===== config.mk =====
export PLATFORM = sky130hd
export DESIGN_NAME = json_string_unescape_unit
export DESIGN_NICKNAME = d
export VERILOG_FILES = /design/src/sv/jsu_pkg.sv /design/src/sv/json_string_unescape_unit.sv /design/src/sv/jsu_decode.sv
export SDC_FILE = /design/constraint.sdc
export NUM_CORES = 1
export LEC_CHECK = 0
export ABC_AREA = 1
export BUFFER_PORTS_ARGS = -buffer_cell sky130_fd_sc_hd__clkbuf_2
export CORE_MARGIN = 4
export CORE_UTILIZATION = 56
export CTS_CLUSTER_DIAMETER = 80
export DETAILED_ROUTE_END_ITERATION = 16
export PLACE_DENSITY = 0.82
export SYNTH_ARGS = -nofsm -noshare
export SYNTH_HDL_FRONTEND = slang
export SYNTH_HIERARCHICAL = 1
export SYNTH_SLANG_ARGS = --single-unit

===== constraint.sdc =====
create_clock -name clk -period 1.9 [get_ports clk]
set_input_delay 0.38 -clock clk [delete_from_list [all_inputs] [get_ports clk]]
set_output_delay 0.38 -clock clk [all_outputs]
set_load 0.01 [all_outputs]

===== src/sv/jsu_pkg.sv =====
package jsu_pkg;

    typedef enum logic [1:0] {
        KIND_BYTE  = 2'd0,
        KIND_CLOSE = 2'd1,
        KIND_ERROR = 2'd2,
        KIND_END   = 2'd3
    } kind_t;

    typedef enum logic [2:0] {
        ERR_NONE           = 3'd0,
        ERR_UNKNOWN_ESCAPE = 3'd1,
        ERR_BAD_HEX        = 3'd2,
        ERR_TRUNCATED      = 3'd3,
        ERR_MISSING        = 3'd4
    } err_t;

    localparam logic [7:0] CH_QUOTE  = 8'h22;
    localparam logic [7:0] CH_BSLASH = 8'h5C;
    localparam logic [7:0] CH_SLASH  = 8'h2F;
    localparam logic [7:0] CH_LC_B   = 8'h62;
    localparam logic [7:0] CH_LC_F   = 8'h66;
    localparam logic [7:0] CH_LC_N   = 8'h6E;
    localparam logic [7:0] CH_LC_R   = 8'h72;
    localparam logic [7:0] CH_LC_T   = 8'h74;
    localparam logic [7:0] CH_LC_U   = 8'h75;
    localparam logic [7:0] CH_BS     = 8'h08;
    localparam logic [7:0] CH_FF     = 8'h0C;
    localparam logic [7:0] CH_LF     = 8'h0A;
    localparam logic [7:0] CH_CR     = 8'h0D;
    localparam logic [7:0] CH_TAB    = 8'h09;
    localparam logic [2:0] HEX_LAST  = 3'd3;

    typedef struct packed {
        logic        esc;
        logic        in_uni;
        logic [2:0]  hex_cnt;
        logic [15:0] cp;
        logic        err_hold;
    } jsu_state_t;

    typedef struct packed {
        kind_t      kind;
        logic [7:0] data;
        err_t       err;
    } jsu_res_t;

    typedef struct packed {
        logic [1:0]           cnt;
        jsu_res_t [2:0]       res;
    } jsu_bundle_t;

endpackage


===== src/sv/json_string_unescape_unit.sv =====
// JSON string body unescaper. Feed the bytes after the opening quote, one beat per
// byte (mode 0), and an end-of-text beat (mode 1) to flush and clear. Each accepted beat
// is decoded in one pass and its results show on the result port from the next cycle,
// one result beat per cycle unless the result side stalls. Plain bytes, single-character
// escapes and quotes give one result each, so they stream at the same rate. A \u escape
// emits its code point as 1 to 3 UTF-8 bytes, and an end of text after an unfinished
// escape gives an error beat and then the end beat; while those results drain, the input
// is stalled until the last one is taken. Bytes that give no result (backslash, \u
// prefix, hex digits, bytes dropped after an error) are taken one per cycle. The first
// error is reported once; later bytes are dropped until end of text.
module json_string_unescape_unit
    import jsu_pkg::*;
(
    input  logic       clk,
    input  logic       rst_n,
    input  logic       in_valid,
    output logic       in_stall,
    input  logic       mode,
    input  logic [7:0] in_byte,
    output logic       out_valid,
    input  logic       out_stall,
    output logic [1:0] kind,
    output logic [7:0] out_byte,
    output logic [2:0] error_code,
    output logic       last
);

    jsu_state_t  state_reg;
    jsu_state_t  state_next;
    jsu_bundle_t bundle_next;
    jsu_bundle_t bundle_reg;
    logic        pend_reg;
    logic [1:0]  idx_reg;
    jsu_res_t    cur;
    logic        last_beat;
    logic        out_take;
    logic        free;
    logic        in_take;

    jsu_decode u_decode (
        .state      (state_reg),
        .mode       (mode),
        .in_byte    (in_byte),
        .state_next (state_next),
        .bundle     (bundle_next)
    );

    always_comb
    begin
        case (idx_reg)
            2'd0:    cur = bundle_reg.res[0];
            2'd1:    cur = bundle_reg.res[1];
            default: cur = bundle_reg.res[2];
        endcase
    end

    assign last_beat  = (idx_reg == (bundle_reg.cnt - 2'd1));
    assign out_valid  = pend_reg;
    assign out_take   = pend_reg && !out_stall;
    assign free       = !pend_reg || (out_take && last_beat);
    assign in_stall   = !free;
    assign in_take    = in_valid && free;

    assign kind       = cur.kind;
    assign out_byte   = cur.data;
    assign error_code = cur.err;
    assign last       = last_beat;

    always_ff @(posedge clk or negedge rst_n)
    begin
        if (!rst_n)
        begin
            state_reg <= '0;
            pend_reg  <= 1'b0;
            idx_reg   <= 2'd0;
        end
        else if (in_take)
        begin
            state_reg <= state_next;
            idx_reg   <= 2'd0;
            pend_reg  <= (bundle_next.cnt != 2'd0);
        end
        else if (out_take)
        begin
            if (last_beat)
            begin
                pend_reg <= 1'b0;
            end
            else
            begin
                idx_reg <= idx_reg + 2'd1;
            end
        end
    end

    // result bundle payload
    always_ff @(posedge clk)
    begin
        if (in_take)
        begin
            bundle_reg <= bundle_next;
        end
    end

endmodule


===== src/sv/jsu_decode.sv =====
module jsu_decode
    import jsu_pkg::*;
(
    input  jsu_state_t  state,
    input  logic        mode,
    input  logic [7:0]  in_byte,
    output jsu_state_t  state_next,
    output jsu_bundle_t bundle
);

    logic        hex_ok;
    logic [3:0]  hex_val;
    logic [15:0] cp_shift;
    jsu_res_t    res_none;

    always_comb
    begin
        hex_ok  = 1'b1;
        hex_val = 4'd0;
        if (in_byte >= 8'h30 && in_byte <= 8'h39)
        begin
            hex_val = in_byte[3:0];
        end
        else if ((in_byte >= 8'h61 && in_byte <= 8'h66) ||
                 (in_byte >= 8'h41 && in_byte <= 8'h46))
        begin
            hex_val = in_byte[3:0] + 4'd9;
        end
        else
        begin
            hex_ok = 1'b0;
        end
    end

    assign cp_shift = {state.cp[11:0], hex_val};
    assign res_none = '{kind: KIND_BYTE, data: 8'h00, err: ERR_NONE};

    always_comb
    begin
        state_next = state;
        bundle.cnt = 2'd0;
        bundle.res = {3{res_none}};
        if (mode)
        begin
            state_next = '0;
            if (!state.err_hold && (state.in_uni || state.esc))
            begin
                bundle.cnt    = 2'd2;
                bundle.res[0] = '{kind: KIND_ERROR, data: 8'h00,
                                  err: state.in_uni ? ERR_TRUNCATED : ERR_MISSING};
                bundle.res[1] = '{kind: KIND_END, data: 8'h00, err: ERR_NONE};
            end
            else
            begin
                bundle.cnt    = 2'd1;
                bundle.res[0] = '{kind: KIND_END, data: 8'h00, err: ERR_NONE};
            end
        end
        else if (state.err_hold)
        begin
            bundle.cnt = 2'd0;
        end
        else if (state.in_uni)
        begin
            if (!hex_ok)
            begin
                state_next.in_uni   = 1'b0;
                state_next.hex_cnt  = 3'd0;
                state_next.cp       = 16'h0000;
                state_next.err_hold = 1'b1;
                bundle.cnt          = 2'd1;
                bundle.res[0]       = '{kind: KIND_ERROR, data: 8'h00, err: ERR_BAD_HEX};
            end
            else if (state.hex_cnt == HEX_LAST)
            begin
                state_next.in_uni  = 1'b0;
                state_next.hex_cnt = 3'd0;
                state_next.cp      = 16'h0000;
                if (cp_shift[15:7] == 9'd0)
                begin
                    bundle.cnt    = 2'd1;
                    bundle.res[0] = '{kind: KIND_BYTE, data: cp_shift[7:0], err: ERR_NONE};
                end
                else if (cp_shift[15:11] == 5'd0)
                begin
                    bundle.cnt    = 2'd2;
                    bundle.res[0] = '{kind: KIND_BYTE, data: {3'b110, cp_shift[10:6]},
                                      err: ERR_NONE};
                    bundle.res[1] = '{kind: KIND_BYTE, data: {2'b10, cp_shift[5:0]},
                                      err: ERR_NONE};
                end
                else
                begin
                    bundle.cnt    = 2'd3;
                    bundle.res[0] = '{kind: KIND_BYTE, data: {4'b1110, cp_shift[15:12]},
                                      err: ERR_NONE};
                    bundle.res[1] = '{kind: KIND_BYTE, data: {2'b10, cp_shift[11:6]},
                                      err: ERR_NONE};
                    bundle.res[2] = '{kind: KIND_BYTE, data: {2'b10, cp_shift[5:0]},
                                      err: ERR_NONE};
                end
            end
            else
            begin
                state_next.cp      = cp_shift;
                state_next.hex_cnt = state.hex_cnt + 3'd1;
            end
        end
        else if (state.esc)
        begin
            state_next.esc = 1'b0;
            bundle.cnt     = 2'd1;
            bundle.res[0]  = '{kind: KIND_BYTE, data: 8'h00, err: ERR_NONE};
            unique case (in_byte) inside
                CH_QUOTE, CH_BSLASH, CH_SLASH: bundle.res[0].data = in_byte;
                CH_LC_B: bundle.res[0].data = CH_BS;
                CH_LC_F: bundle.res[0].data = CH_FF;
                CH_LC_N: bundle.res[0].data = CH_LF;
                CH_LC_R: bundle.res[0].data = CH_CR;
                CH_LC_T: bundle.res[0].data = CH_TAB;
                CH_LC_U:
                begin
                    state_next.in_uni  = 1'b1;
                    state_next.hex_cnt = 3'd0;
                    state_next.cp      = 16'h0000;
                    bundle.cnt         = 2'd0;
                end
                default:
                begin
                    state_next.err_hold = 1'b1;
                    bundle.res[0] = '{kind: KIND_ERROR, data: 8'h00,
                                      err: ERR_UNKNOWN_ESCAPE};
                end
            endcase
        end
        else if (in_byte == CH_BSLASH)
        begin
            state_next.esc = 1'b1;
        end
        else if (in_byte == CH_QUOTE)
        begin
            bundle.cnt    = 2'd1;
            bundle.res[0] = '{kind: KIND_CLOSE, data: 8'h00, err: ERR_NONE};
        end
        else
        begin
            bundle.cnt    = 2'd1;
            bundle.res[0] = '{kind: KIND_BYTE, data: in_byte, err: ERR_NONE};
        end
    end

endmodule


### Yosys cells after proc, flatten, opt, wreduce, memory -nomap -nowiden

Index checks and enable logic that the tools add are counted.

* bits of input ports: 13
* RAM bits: 0
* memories kept: 0
* latch bits: 0
* output and inout bits: 16
* bits in read-only memories: 0
* logic and storage cells: 131
* register bits after elaboration: 62

* multiplexer cells: 54
* bitwise logic cells: 3
* shift operators: 0
* div/mod/pow operators: 0
* equality and inequality tests: 15
* multipliers: 0
* add/sub/neg operators: 4
* reduce and logical (&&, ||, !) cells: 31
* magnitude comparators: 6

Operators with widths (count)
* $mux 13: 8
* $mux 26: 3
* $mux 22: 3
* $eq 8x7->1 const B: 7
* $pmux 8 s6: 1
* $mux 21: 2
* $mux 41: 1
* $mux 20: 2
* $pmux 13 s2: 1
* $mux 12: 2
* $mux 2: 11
* $mux 19: 1
* $eq 8x6->1 const B: 2
* $ge 8x7->1 const B: 2
* $le 8x7->1 const B: 2
* $mux 1: 15
* $mux 11: 1
* $logic_not 9->1: 1
* $reduce_or 9->1: 1
* $ge 8x6->1 const B: 1
* $le 8x6->1 const B: 1
* $mux 4: 2
* $logic_and 1x1->1: 7
* $reduce_or 7->1: 1
* 22 further kinds: 35

### Logic depth before layout (Yosys ltp)

* depth after elaboration: 14
* mapped depth: 13
* mapped depth without buffers: 13

### Modules after synthesis

Netlist, hierarchy kept.

Modules (own cells, without submodules)
* json_string_unescape_unit: times used 1, sequential area each 1856.8 um^2, area an instance 2580.0 um^2, cells each 218
* jsu_decode: times used 1, sequential area each 0.0 um^2, area an instance 1730.4 um^2, cells each 335

### Worst setup path before layout

OpenSTA, ideal clock, no wires.

* path type: register to register
* start: reg idx_reg[0]
* end: reg bundle_reg[0] (netlist bit) (enable)
* period minus slack after synthesis: 2.081 ns
* cell stages (with the launch flop): 8
* arrival: 1.684 ns
* path slack: -0.181 ns
* data required time: 1.504 ns
* path buffers: 0
* setup time: 0.396 ns
* cell sequence: dfrtp_1 inv_1 nand2_1 nand2_2 nand2_2 nand2_2 nand3_4 inv_1

* longest elaborated chain between the ends: 4

RTL lines
* from (decl): line json_string_unescape_unit.sv:33 `logic [1:0] idx_reg;`
* from (signal assigned): line json_string_unescape_unit.sv:91 `idx_reg <= idx_reg + 2'd1;`
* $eq 2x2->1: line json_string_unescape_unit.sv:57 `assign last_beat = (idx_reg == (bundle_reg.cnt - 2'd1));`
* $logic_and 1x1->1: line json_string_unescape_unit.sv:60 `assign free = !pend_reg || (out_take && last_beat);`
* $logic_or 1x1->1: line json_string_unescape_unit.sv:60
* $logic_and 1x1->1: line json_string_unescape_unit.sv:62 `assign in_take = in_valid && free;`
* named net in_take: line json_string_unescape_unit.sv:38 `logic in_take;`
* to (signal assigned): line json_string_unescape_unit.sv:101 `bundle_reg <= bundle_next;`
* to (decl): line json_string_unescape_unit.sv:31 `jsu_bundle_t bundle_reg;`

The timed path passes the listed nets, and every way through them passes these cells.
A chain may end at the register's enable or synchronous reset.

### Worst setup path after layout

* start: reg idx_reg[0]
* end: out out_byte[2]

* longest elaborated chain between the ends: 2
* elaborated cells between the ends (all ways): 3
* classes of those cells: eq/ne (1); mux (1); reduce/logical (1)

RTL lines
* $eq 2x1->1 / $logic_not 2->1 (equally long branches): line json_string_unescape_unit.sv:50 `case (idx_reg)`
* $pmux 13 s2 (*): line json_string_unescape_unit.sv:50
* to (decl): line json_string_unescape_unit.sv:23 `output logic [7:0] out_byte,`

Mark *: on every way between the ends. The rest lies on a longest branch, timed or not.

==> qor.yml <==
outcome: "finished, violations left"
violations: "setup timing"
crit_path_max_fanout: 13
cp.arrival_ns: 1.68
drv_cap: 0
cp-end-kind: "output pin"
slowest_delay_ns: 0.47
max-vdd-ir-drop_mv: 0.646
cts_buffers: 9
drive_gt1_share_pct: 26.8
cts_hold_buf: 0
netlist_instances: 525
post_synth.cell_area_avg_um2: 7.78
fmax_mhz: 486
multiInputGateArea_mm2: 0.00202
crit_type: "register to output pin"
cts_tree: "done"
rows: 30
gp_congestion: 0.970
design_area_mm2: 0.00500
antenna_found_initial: 0
clock-sinks: 62
rsz0062_at_grt: "true"
yosysWarnings: 6
drtAntennaViolNets: 0
power_density_mw_per_mm2: 1080
routedWlPerCell_um: 16.6
h-tree-depth: 3
fin_crit_ns: 2.06
fp.coreArea_mm2: 0.00694
p_leak_nw: 2.40
grt_pass1_wl_mm: 17.7
syn-cell-area_mm2: 0.00409
syn_to_final_growth_pct: 22.5
initial_core_util_pct: 58.8
fillers: 515
grt_pass1_vias: 3612
nets: 626
total_power_mw: 5.40
relSlewSlack_pct: 60.3
r2r_start: "idx_reg[0]$_DFFE_PN0P_"
setup_viol: 13
num_antenna_cells: 0
port_buffers: 28
vias: 3929
clk_pin_slew_worst_paths_ns: 0.08
whs_ns: 0.0215
fin_ws_ns: -0.159
grt.total_usage_pct: 25.9
dpl_cell_area_mm2: 0.00463
max_slew.worst_pin.slew_ns: 0.596
finalCritPeriodShare_pct: 108
cts_root_buffer: "clkbuf_8"
ios: 29
fp.dieW_um: 93.4
largest_register_ffs: 41
slowest_stage: "dfrtp_1"
die_h_um: 93.4
firstDrtPassIters: 5
drc: 0
cts_buffer_depth: 2
r2r_cells: 8
drtIter0Drc: 394
final_hold_viol_count: 0
final-seq-area_mm2: 0.00176
grt_start_max_net_pins: 22
post-dp-hpwl_mm: 8.11
rrSetupSlack_ns: 0.05
clk_latency_ns: 0.34
dieArea_mm2: 0.00873
regToRegEndpoint: "bundle_reg[4]$_DFFE_PP_"
min_path_type: "input pin to asynchronous set/reset pin"
via_per_inst: 5.56
path_cells: "inv_2 -> ha_4 -> buf_12 -> a22oi_2 -> nand2_1 -> clkbuf_2"
cp.required_ns: 1.52
cp-start-kind: "register"
drv_slew: 0
grt_overflow: 0
wl_mm: 11.7
clock_skew_ns: 0.0137
## placed cells by master, fill, tap and decap left out, drive strengths merged, types with 10 or more instances in the layout
cell,count
a22oi,13
nand3,49
nand2,176
o21ai,26
edfxtp,41
a21oi,27
nor2,56
inv,57
conb,10
buf,66
dfrtp,21
clkbuf,33
## area by class of cell
| cell class | instances | area share [%] |
|---|---|---|
| Multi-Input combinational cell | 386 | 40.5 |
| Inverter | 57 | 4.40 |
| Sequential cell | 62 | 35.1 |
| Clock buffer | 9 | 2.48 |
| Tap cell | 96 | 2.40 |
| Timing Repair Buffer | 90 | 13.1 |
| Clock inverter | 7 | 2.05 |
## metrics by stage
| step | utilization [%] | TNS, ns | setup WS, ns | std cells |
|---|---|---|---|---|
| floorplan | - | 0 | 0.0651 | 534 |
| global placement | 66.7 | -0.931 | -0.154 | 686 |
| detailed placement | 66.7 | -2.57 | -0.185 | 686 |
| CTS | 70.7 | -0.615 | -0.0695 | 705 |
| global route | 72.1 | -3.28 | -0.241 | 707 |
| finish | 72.1 | -1.54 | -0.159 | 707 |
## how the worst max path moves through the flow
stage | start | slack, ns | cells past startpoint | endpoint
2_1_floorplan | idx_reg[1]$_DFFE_PN0P_ | 0.07 | 8 | bundle_reg[0]$_DFFE_PP_
3_3_place_gp | in_byte[0] | -0.15 | 12 | bundle_reg[6]$_DFFE_PP_
3_5_place_dp | in_byte[0] | -0.19 | 12 | bundle_reg[6]$_DFFE_PP_
4_1_cts | idx_reg[1]$_DFFE_PN0P_ | -0.07 | 7 | out_byte[2]
5_1_grt | idx_reg[0]$_DFFE_PN0P_ | -0.24 | 6 | out_byte[7]
6_report | idx_reg[0]$_DFFE_PN0P_ | -0.16 | 6 | out_byte[2]
## what timing repair did
item,CTS,global route
setup endpoints to repair,13,27
resized for setup,7,25
cloned,0,1
buffers inserted,3,1
pin swaps,0,0
## critical path, delay by kind of cell (launching register included)
kind / cells / cell delay [ns]
AO/OA/AOI/OAI: 1 / 0.18
adder cells (fa/ha/maj): 1 / 0.19
buffers and inverters: 3 / 0.38
flip-flops: 1 / 0.47
AND/OR/NAND/NOR: 1 / 0.10
## power breakdown
part           switching [mW]  leakage [nW]  internal [mW]
Combinational            1.35          1.62          0.880
Clock                   0.592         0.111          0.755
Sequential              0.128         0.669           1.69
## routing by layer
layer  vias up  part of all wire (%)  GRT usage (%)
met5         -                     0              0
met4         0                   3.2           8.06
met3        35                   6.9           4.02
met2       196                    48           41.5
met1      1821                    42           36.0
li1       1877                     -              -
No activity file was read; power rests on OpenSTA's default activity.
